**src/hdl/dotq_pkg.sv**
```systemverilog
`default_nettype none
// ---------------------------------------------------------------------------
// dotq_pkg
// Shared types and codes for the deadline-ordered timer queue.
// ---------------------------------------------------------------------------
package dotq_pkg;

	localparam int unsigned TIME_W = 32;
	localparam int unsigned ID_W   = 5;
	localparam int unsigned REM_W  = 31;

	typedef enum logic [1:0] {
		OP_ARM     = 2'd0,
		OP_CANCEL  = 2'd1,
		OP_FIRE    = 2'd2,
		OP_ADVANCE = 2'd3
	} op_t;

	typedef enum logic [1:0] {
		KIND_ACK     = 2'd0,
		KIND_EXPIRED = 2'd1,
		KIND_REMAIN  = 2'd2,
		KIND_EMPTY   = 2'd3
	} kind_t;

	typedef enum logic [2:0] {
		ST_IDLE,
		ST_FIND,
		ST_SHL,
		ST_INS,
		ST_SHR,
		ST_ADV,
		ST_EMIT
	} state_t;

	// result waiting for the output register
	typedef struct packed {
		kind_t             kind;
		logic [ID_W-1:0]   id;
		logic [REM_W-1:0]  rem;
		logic              status;
		logic              last;
	} result_t;

endpackage
`default_nettype wire

```
**src/hdl/dotq_ifs.sv**
```systemverilog
`default_nettype none
// ---------------------------------------------------------------------------
// dotq_cmd_if / dotq_res_if
// Valid/ready channels for commands into and results out of the timer queue.
// ---------------------------------------------------------------------------
interface dotq_cmd_if;
	logic               valid;
	logic               ready;
	logic [1:0]         opcode;
	logic [4:0]         timer_id;
	logic signed [31:0] delay_ms;
	logic [31:0]        now_ms;

	modport source (output valid, output opcode, output timer_id, output delay_ms,
		output now_ms, input ready);
	modport sink (input valid, input opcode, input timer_id, input delay_ms,
		input now_ms, output ready);
endinterface

interface dotq_res_if;
	logic        valid;
	logic        ready;
	logic [1:0]  kind;
	logic [4:0]  expired_id;
	logic [30:0] remaining_ms;
	logic        status;
	logic        last;

	modport source (output valid, output kind, output expired_id, output remaining_ms,
		output status, output last, input ready);
	modport sink (input valid, input kind, input expired_id, input remaining_ms,
		input status, input last, output ready);
endinterface
`default_nettype wire

```
**src/hdl/deadline_ordered_timer_queue_unit.sv**
```systemverilog
`default_nettype none
// ---------------------------------------------------------------------------
// deadline_ordered_timer_queue_unit
// Timer queue kept as a deadline-ordered list in a small RAM, walked by a
// sequencer around one shared subtractor.
// ---------------------------------------------------------------------------
//  channel | dir | handshake   | payload
//  cmd     | in  | valid/ready | opcode, timer_id, delay_ms, now_ms
//  res     | out | valid/ready | kind, expired_id, remaining_ms, status, last
//
//  One list entry per cycle: cancel/unlink walks to the entry and closes the
//  gap; arm scans for its slot and shifts the tail; advance unlinks each expired timer.
//  cmd.ready is high only between commands; the list RAM's single write port
//  and registered read port set the pace. Results leave through an output
//  register, a stalled res channel holds the sequencer in its emit step.
//  Reset clears the armed flags and the count; no clearing pass.
// ---------------------------------------------------------------------------
module deadline_ordered_timer_queue_unit #(
	parameter int unsigned TIMERS = 32
) (
	input  wire logic  clk,
	input  wire logic  arst_n,
	dotq_cmd_if.sink   cmd,
	dotq_res_if.source res
);
	import dotq_pkg::*;

	localparam int unsigned IW = $clog2(TIMERS);
	localparam int unsigned PW = $clog2(TIMERS + 1);
	localparam int unsigned EW = IW + TIME_W;

	state_t            st_q, st_d;
	op_t               op_q;
	logic [ID_W-1:0]   id_q;
	logic [TIME_W-1:0] when_q, now_q;
	logic [PW-1:0]     ptr_q, ptr_d, pos_q, cnt_q;
	logic [TIMERS-1:0] armed_q;
	logic [EW-1:0]     list_mem [TIMERS];
	logic [EW-1:0]     rd_q;
	result_t           pend_q, pend_d;
	logic              pend_ld;
	result_t           out_q;
	logic              out_v_q;

	logic [PW-1:0]     raddr, waddr;
	logic              we;
	logic [EW-1:0]     wdata;
	logic              arm_set, arm_clr, cnt_inc, cnt_dec, pos_ld, cmd_fire, emit_fire;
	logic [IW-1:0]     arm_idx;
	logic [ID_W-1:0]   id_ld;
	logic              id_ld_en;

	logic [IW-1:0]     rd_id;
	logic [TIME_W-1:0] rd_dl;
	logic [TIME_W-1:0] alu_a, alu_b, alu_diff;
	logic              alu_ab, alu_ba;
	logic [TIME_W-1:0] delay_clamped;
	logic              id_bad;
	logic              out_free;

	assign rd_id = rd_q[EW-1:TIME_W];
	assign rd_dl = rd_q[TIME_W-1:0];

	assign cmd.ready = (st_q == ST_IDLE);
	assign cmd_fire  = cmd.valid && cmd.ready;
	assign out_free  = !out_v_q || res.ready;
	assign id_bad    = ({2'b00, cmd.timer_id} >= 7'(TIMERS));
	assign delay_clamped = cmd.delay_ms[31] ? '0 : cmd.delay_ms;

	// insertion compares when - dl; advance works on dl - now
	assign alu_a = (st_q == ST_INS) ? when_q : rd_dl;
	assign alu_b = (st_q == ST_INS) ? rd_dl  : now_q;

	dotq_alu u_alu (
		.a          (alu_a),
		.b          (alu_b),
		.diff       (alu_diff),
		.a_before_b (alu_ab),
		.b_before_a (alu_ba)
	);

	always_comb begin
		st_d     = st_q;
		ptr_d    = ptr_q;
		raddr    = '0;
		we       = 1'b0;
		waddr    = '0;
		wdata    = rd_q;
		arm_set  = 1'b0;
		arm_clr  = 1'b0;
		arm_idx  = IW'(id_q);
		cnt_inc  = 1'b0;
		cnt_dec  = 1'b0;
		pos_ld   = 1'b0;
		pend_ld  = 1'b0;
		pend_d   = '{kind: KIND_ACK, id: id_q, rem: '0, status: 1'b0, last: 1'b1};
		emit_fire = 1'b0;
		id_ld    = ID_W'(rd_id);
		id_ld_en = 1'b0;
		unique case (st_q)
			ST_IDLE: begin
				arm_idx = IW'(cmd.timer_id);
				pend_d.id = cmd.timer_id;
				if (cmd_fire) begin
					ptr_d = '0;
					if (op_t'(cmd.opcode) != OP_ADVANCE && id_bad) begin
						pend_d.status = 1'b1;
						pend_ld = 1'b1;
						st_d = ST_EMIT;
					end else if (op_t'(cmd.opcode) == OP_ADVANCE) begin
						st_d = ST_ADV;
					end else if (armed_q[IW'(cmd.timer_id)]) begin
						arm_clr = 1'b1;
						st_d = ST_FIND;
					end else if (op_t'(cmd.opcode) == OP_ARM) begin
						st_d = ST_INS;
					end else begin
						pend_d.status = 1'b1;
						pend_ld = 1'b1;
						st_d = ST_EMIT;
					end
				end
			end
			ST_FIND: begin
				ptr_d = ptr_q + PW'(1);
				raddr = ptr_d;
				if (rd_id == IW'(id_q))
					st_d = ST_SHL;
			end
			ST_SHL: begin
				if (ptr_q < cnt_q) begin
					we    = 1'b1;
					waddr = ptr_q - PW'(1);
					ptr_d = ptr_q + PW'(1);
					raddr = ptr_d;
				end else begin
					cnt_dec = 1'b1;
					ptr_d   = '0;
					unique case (op_q)
						OP_ARM:     st_d = ST_INS;
						OP_CANCEL: begin
							pend_ld = 1'b1;
							st_d = ST_EMIT;
						end
						OP_FIRE: begin
							pend_d.kind = KIND_EXPIRED;
							pend_ld = 1'b1;
							st_d = ST_EMIT;
						end
						OP_ADVANCE: begin
							pend_d.kind = KIND_EXPIRED;
							pend_d.last = 1'b0;
							pend_ld = 1'b1;
							st_d = ST_EMIT;
						end
						default: st_d = ST_IDLE;
					endcase
				end
			end
			ST_INS: begin
				if (ptr_q < cnt_q && !alu_ab) begin
					ptr_d = ptr_q + PW'(1);
					raddr = ptr_d;
				end else begin
					pos_ld = 1'b1;
					ptr_d  = cnt_q;
					raddr  = cnt_q - PW'(1);
					st_d   = ST_SHR;
				end
			end
			ST_SHR: begin
				we = 1'b1;
				if (ptr_q > pos_q) begin
					waddr = ptr_q;
					ptr_d = ptr_q - PW'(1);
					raddr = ptr_q - PW'(2);
				end else begin
					waddr   = pos_q;
					wdata   = {IW'(id_q), when_q};
					arm_set = 1'b1;
					cnt_inc = 1'b1;
					pend_ld = 1'b1;
					st_d    = ST_EMIT;
				end
			end
			ST_ADV: begin
				pend_d.id = '0;
				if (cnt_q == '0) begin
					pend_d.kind = KIND_EMPTY;
					pend_ld = 1'b1;
					st_d = ST_EMIT;
				end else if (alu_ba) begin
					pend_d.kind = KIND_REMAIN;
					pend_d.rem  = alu_diff[REM_W-1:0];
					pend_ld = 1'b1;
					st_d = ST_EMIT;
				end else begin
					// head is due: unlink entry 0
					arm_idx  = rd_id;
					arm_clr  = 1'b1;
					id_ld_en = 1'b1;
					ptr_d    = PW'(1);
					raddr    = PW'(1);
					st_d     = ST_SHL;
				end
			end
			ST_EMIT: begin
				if (out_free) begin
					emit_fire = 1'b1;
					st_d = pend_q.last ? ST_IDLE : ST_ADV;
				end
			end
			default: st_d = ST_IDLE;
		endcase
	end

	always_ff @(posedge clk or negedge arst_n) begin
		if (!arst_n) begin
			st_q    <= ST_IDLE;
			cnt_q   <= '0;
			armed_q <= '0;
			out_v_q <= 1'b0;
		end else begin
			st_q <= st_d;
			if (cnt_inc)
				cnt_q <= cnt_q + PW'(1);
			else if (cnt_dec)
				cnt_q <= cnt_q - PW'(1);
			if (arm_set)
				armed_q[arm_idx] <= 1'b1;
			else if (arm_clr)
				armed_q[arm_idx] <= 1'b0;
			if (emit_fire)
				out_v_q <= 1'b1;
			else if (res.ready)
				out_v_q <= 1'b0;
		end
	end

	always_ff @(posedge clk) begin
		ptr_q <= ptr_d;
		if (cmd_fire) begin
			op_q   <= op_t'(cmd.opcode);
			id_q   <= cmd.timer_id;
			now_q  <= cmd.now_ms;
			when_q <= cmd.now_ms + delay_clamped;
		end else if (id_ld_en) begin
			id_q <= id_ld;
		end
		if (pos_ld)
			pos_q <= ptr_q;
		if (pend_ld)
			pend_q <= pend_d;
		if (emit_fire)
			out_q <= pend_q;
	end

	// list RAM: one write, one registered read per cycle
	always_ff @(posedge clk) begin
		if (we)
			list_mem[waddr[IW-1:0]] <= wdata;
		rd_q <= list_mem[raddr[IW-1:0]];
	end

	assign res.valid        = out_v_q;
	assign res.kind         = out_q.kind;
	assign res.expired_id   = out_q.id;
	assign res.remaining_ms = out_q.rem;
	assign res.status       = out_q.status;
	assign res.last         = out_q.last;

	a_cnt_range: assert property (@(posedge clk) disable iff (!arst_n)
		cnt_q <= PW'(TIMERS))
		else $error("queued count above capacity");

	a_cnt_armed: assert property (@(posedge clk) disable iff (!arst_n)
		(st_q == ST_IDLE) |-> ($countones(armed_q) == int'(cnt_q)))
		else $error("armed flags disagree with queued count");

	a_busy_after_cmd: assert property (@(posedge clk) disable iff (!arst_n)
		cmd_fire |=> !cmd.ready)
		else $error("command taken while sequencer idle next cycle");

	a_emit_slot: assert property (@(posedge clk) disable iff (!arst_n)
		emit_fire |-> (!out_v_q || res.ready))
		else $error("result overwrote a pending transaction");

endmodule
`default_nettype wire

```
**src/hdl/dotq_alu.sv**
```systemverilog
`default_nettype none
// ---------------------------------------------------------------------------
// dotq_alu
// Shared time subtractor: difference a - b and the wrap-safe ordering flags.
// ---------------------------------------------------------------------------
module dotq_alu (
	input  wire logic [dotq_pkg::TIME_W-1:0] a,
	input  wire logic [dotq_pkg::TIME_W-1:0] b,
	output logic      [dotq_pkg::TIME_W-1:0] diff,
	output logic                             a_before_b,
	output logic                             b_before_a
);
	import dotq_pkg::*;

	assign diff       = a - b;
	assign a_before_b = diff[TIME_W-1];
	// b - a = -diff lands in the upper half when diff is in (0, 2^31]
	assign b_before_a = (diff != '0) && (!diff[TIME_W-1] || (diff[TIME_W-2:0] == '0));

endmodule
`default_nettype wire
```
**src/flat_wrapper.sv**
```systemverilog
// flat-port wrapper written by rule: the top's interface ports become plain ports
module deadline_ordered_timer_queue_unit_flat import dotq_pkg::*;
#(
	parameter int unsigned TIMERS = 32
)
  (clk, arst_n, cmd_valid, cmd_opcode, cmd_timer_id, cmd_delay_ms, cmd_now_ms, cmd_ready, res_valid, res_kind, res_expired_id, res_remaining_ms, res_status, res_last, res_ready);
  dotq_cmd_if cmd_i ();
  dotq_res_if res_i ();
  input  wire logic clk;
  input  wire logic arst_n;
  input wire logic [$bits(cmd_i.valid)-1:0] cmd_valid;
  input wire logic [$bits(cmd_i.opcode)-1:0] cmd_opcode;
  input wire logic [$bits(cmd_i.timer_id)-1:0] cmd_timer_id;
  input wire logic [$bits(cmd_i.delay_ms)-1:0] cmd_delay_ms;
  input wire logic [$bits(cmd_i.now_ms)-1:0] cmd_now_ms;
  output wire logic [$bits(cmd_i.ready)-1:0] cmd_ready;
  output wire logic [$bits(res_i.valid)-1:0] res_valid;
  output wire logic [$bits(res_i.kind)-1:0] res_kind;
  output wire logic [$bits(res_i.expired_id)-1:0] res_expired_id;
  output wire logic [$bits(res_i.remaining_ms)-1:0] res_remaining_ms;
  output wire logic [$bits(res_i.status)-1:0] res_status;
  output wire logic [$bits(res_i.last)-1:0] res_last;
  input wire logic [$bits(res_i.ready)-1:0] res_ready;
  assign cmd_i.valid = cmd_valid;
  assign cmd_i.opcode = cmd_opcode;
  assign cmd_i.timer_id = cmd_timer_id;
  assign cmd_i.delay_ms = cmd_delay_ms;
  assign cmd_i.now_ms = cmd_now_ms;
  assign cmd_ready = cmd_i.ready;
  assign res_valid = res_i.valid;
  assign res_kind = res_i.kind;
  assign res_expired_id = res_i.expired_id;
  assign res_remaining_ms = res_i.remaining_ms;
  assign res_status = res_i.status;
  assign res_last = res_i.last;
  assign res_i.ready = res_ready;
  deadline_ordered_timer_queue_unit #(.TIMERS(TIMERS)) u_core (.clk(clk), .arst_n(arst_n), .cmd(cmd_i), .res(res_i));
endmodule
```
**config.mk**
```make
export PLATFORM = sky130hd
export DESIGN_NAME = deadline_ordered_timer_queue_unit_flat
export DESIGN_NICKNAME = d
export VERILOG_FILES = /design/src/hdl/dotq_pkg.sv /design/src/hdl/dotq_ifs.sv /design/src/hdl/deadline_ordered_timer_queue_unit.sv /design/src/hdl/dotq_alu.sv /design/src/flat_wrapper.sv
export SDC_FILE = /design/constraint.sdc
export NUM_CORES = 2
export LEC_CHECK = 0
export BUFFER_PORTS_ARGS = -buffer_cell sky130_fd_sc_hd__buf_2
export CAP_MARGIN = 10
export CORE_MARGIN = 4
export CORE_UTILIZATION = 64
export CTS_CLUSTER_DIAMETER = 40
export CTS_CLUSTER_SIZE = 14
export DETAILED_ROUTE_END_ITERATION = 7
export PLACE_DENSITY = 0.81
export SLEW_MARGIN = 20
export SYNTH_ARGS = -nofsm -noshare
export SYNTH_HDL_FRONTEND = slang
export SYNTH_HIERARCHICAL = 1
export SYNTH_SLANG_ARGS = --single-unit
export TNS_END_PERCENT = 1
```
**constraint.sdc**
```tcl
create_clock -name clk -period 13.9 [get_ports clk]
set_clock_uncertainty 0.2 [all_clocks]
set_input_delay 2.085 -clock clk [delete_from_list [all_inputs] [get_ports clk]]
set_output_delay 2.085 -clock clk [all_outputs]
set_load 0.02 [all_outputs]
```
==> impl_metrics.env <==
export IMPL_outcome="finished clean"
export IMPL_root_buffer="clkbuf_16"
export IMPL_hold_buffers=0
export IMPL_cts_resized=0
export IMPL_cts_setup_buffers=0
export IMPL_synth_nets=4714
export IMPL_numCtsBuffers=155
export IMPL_grt_total_usage=0.351
export IMPL_final_cell_area_um2=68800
export IMPL_fin_tns_setup_ps=0
export IMPL_row_count=113
export IMPL_first_pass_iters=8
export IMPL_num_vias=42200
export IMPL_hold_path_class="reg -> reg"
export IMPL_maxSlewViolCount=0
export IMPL_worstPathRequired_ps=14360
export IMPL_drc_errors=0
export IMPL_drive_gt1_frac=0.120
export IMPL_cp_data_arrival_time_ps=10040
export IMPL_dp_slack_ps=4690
export IMPL_finalWorstSetupSlack_ps=4320
export IMPL_grt_first_pass_wirelength_um=263000
export IMPL_routed_wl_um=181000
export IMPL_drtAntennaViolNets=0
export IMPL_crit_type="reg -> reg"
export IMPL_dieArea_um2=101000
export IMPL_h_tree_depth=4
export IMPL_relSlewSlack=0.156
export IMPL_grt_max_degree=180
export IMPL_drt_first_iter_violations=7331
export IMPL_antenna_found_initial=2
export IMPL_hold_viol=0
export IMPL_worstMarginPinSlew_ps=1270
export IMPL_grt_pass1_vias=40700
export IMPL_worstSetupStartpointType="register"
export IMPL_fin_crit_sh=0.689
export IMPL_yosys_warnings=6
export IMPL_clk_latency_ps=780
export IMPL_dpl_instance_area_um2=63500
export IMPL_die_h_um=318
export IMPL_via_per_inst=7.02
export IMPL_cts_tree="built"
export IMPL_rsz0062_at_grt="false"
export IMPL_cap_violations=0
export IMPL_hpwl_um=96300
export IMPL_fin_nets=4765
export IMPL_syn_cell_area_um2=61500
export IMPL_fmax_mhz=104
export IMPL_powerDensity_nw_per_um2=262
export IMPL_initial_utilization=0.647
export IMPL_p_leak_nw=23.8
export IMPL_overflow=0
export IMPL_die_x_um=318
export IMPL_min_period_ps=9580
export IMPL_coreArea_um2=95200
export IMPL_ir_drop_v=0.000364
export IMPL_place_congestion=0.922
export IMPL_portBuffers=116
export IMPL_cts_sinks=1426
export IMPL_setup_violations_final=0
export IMPL_avgSynthCellArea_um2=13.5
export IMPL_syn2layout_area_growth_pct=11.8
export IMPL_worst_setup_path_end_kind="register"
export IMPL_path_clk_slew_ps=60
export IMPL_wire_per_inst_um=30.2
export IMPL_cp_max_fo=81
export IMPL_clockBufferDepth=3
export IMPL_synth_cells=4555
export IMPL_io_pin_count=117
==> routing by layer <==
metal,global-route usage,part of all wire,up-vias
li1,-,-,17600
met1,0.475,0.35,20300
met2,0.516,0.44,3557
met3,0.116,0.16,677
met4,0.170,0.055,0
met5,0,0,-
==> cells in the final DEF, fill, tap and decap left out, types with 11 or more instances in the layout <==
cell type  instances
clkbuf_1          31
a211oi_1          44
nand2b_1         157
nor2_4            35
o32ai_1           37
a32oi_1           36
xnor2_1           44
ha_1              82
nor4_1            79
a41oi_1           36
edfxtp_1        1347
o21ai_0          160
xor2_1            25
and2_1            37
a21o_1            28
mux2_2            33
nor2b_1           38
a21oi_1           76
o2111ai_1         41
dfrtp_1           42
inv_6             18
a31oi_1           46
clkinv_4          11
o22ai_1           81
bufinv_16         11
dfxtp_1           37
buf_4             69
nand2_1          448
o31ai_1           76
or3_1             45
o221ai_1          41
inv_1             78
nand3_1           65
buf_2            116
mux2i_1          261
nor2_1           258
clkbuf_16        161
clkinv_2          15
nor3_1           252
==> area by class of cell <==
class                           instances  area [µm²]
Multi-Input combinational cell       2752       18200
Clock inverter                         87        1040
Antenna cell                            7        17.5
Tap cell                             1265        1580
Fill cell                            5832       26400
Sequential cell                      1426       42200
Clock buffer                          197        4210
Inverter                               80         302
Timing Repair Buffer                  191        1220
==> sequential cells by signal (all words and copies together), names as in the netlist, named ones only <==
register	flops
u_core/pos_q	6
u_core/now_q	32
u_core/res.expired_id	5
u_core/res.valid	1
u_core/list_mem	1184
u_core/pend_q	40
u_core/res.kind	2
u_core/ptr_q	6
u_core/res.remaining_ms	31
u_core/when_q	32
u_core/res.status	1
u_core/res.last	1
u_core/id_q	5
u_core/st_q	3
u_core/cnt_q	6
u_core/rd_q	37
u_core/op_q	2
==> power by group <==
part           leakage (nW)  total (mW)  switching (mW)  internal (mW)
Combinational          8.19        7.24            5.28           1.96
Sequential             13.1        6.62           0.405           6.22
Clock                  2.54        4.16            1.76           2.41
Total                  23.8        18.0            7.45           10.6
==> metrics by stage <==
| stage | utilization | std cells | hold slack, ps | power, mW |
|---|---|---|---|---|
| 2_1_floorplan | - | 4555 | 200 | 11.1 |
| 3_3_place_gp | 0.667 | 5713 | 201 | 13.4 |
| 3_5_place_dp | 0.667 | 5713 | 206 | 13.6 |
| 4_1_cts | 0.723 | 5997 | 217 | 17.7 |
| 5_1_grt | 0.723 | 6000 | 226 | 18.6 |
| 6_report | 0.723 | 6005 | 216 | 18.0 |
==> worst paths after layout <==
check | startpoint | endpoint | slack [ps] | depth (start not counted)
setup / recovery | u_core/st_q[2] | u_core/rd_q[10] | 4320 | 27
hold / removal | u_core/pend_q[28] | u_core/res.remaining_ms[26] | 220 | 0
setup reg to reg | u_core/st_q[2] | u_core/rd_q[10] | 4320 | 27
hold reg to reg | u_core/pend_q[28] | u_core/res.remaining_ms[26] | 220 | 0
max in group asynchronous | arst_n | u_core/cnt_q[3] | 11550 | 1
min in group asynchronous | arst_n | asynchronous set/reset pin | 1290 | 1
==> worst max-delay path, cell delays in order, from the launching register on <==
cell,delay [ps]
dfrtp_1,730
nand3b_1,190
buf_4,550
nand2_1,110
nand2_1,80
inv_1,40
ha_1,210
fa_1,410
nand2b_1,200
a2111oi_0,510
buf_4,220
o2111ai_1,230
o2111ai_1,190
a221oi_1,190
o21bai_1,220
xor2_1,110
or4_1,540
nor4_2,350
xnor2_1,170
nor3b_2,740
a21oi_1,190
nand4_1,430
buf_4,910
buf_4,650
mux2i_1,160
a211oi_1,260
a31oi_1,130
nor3_1,330
(Power assumes the default switching activity.)
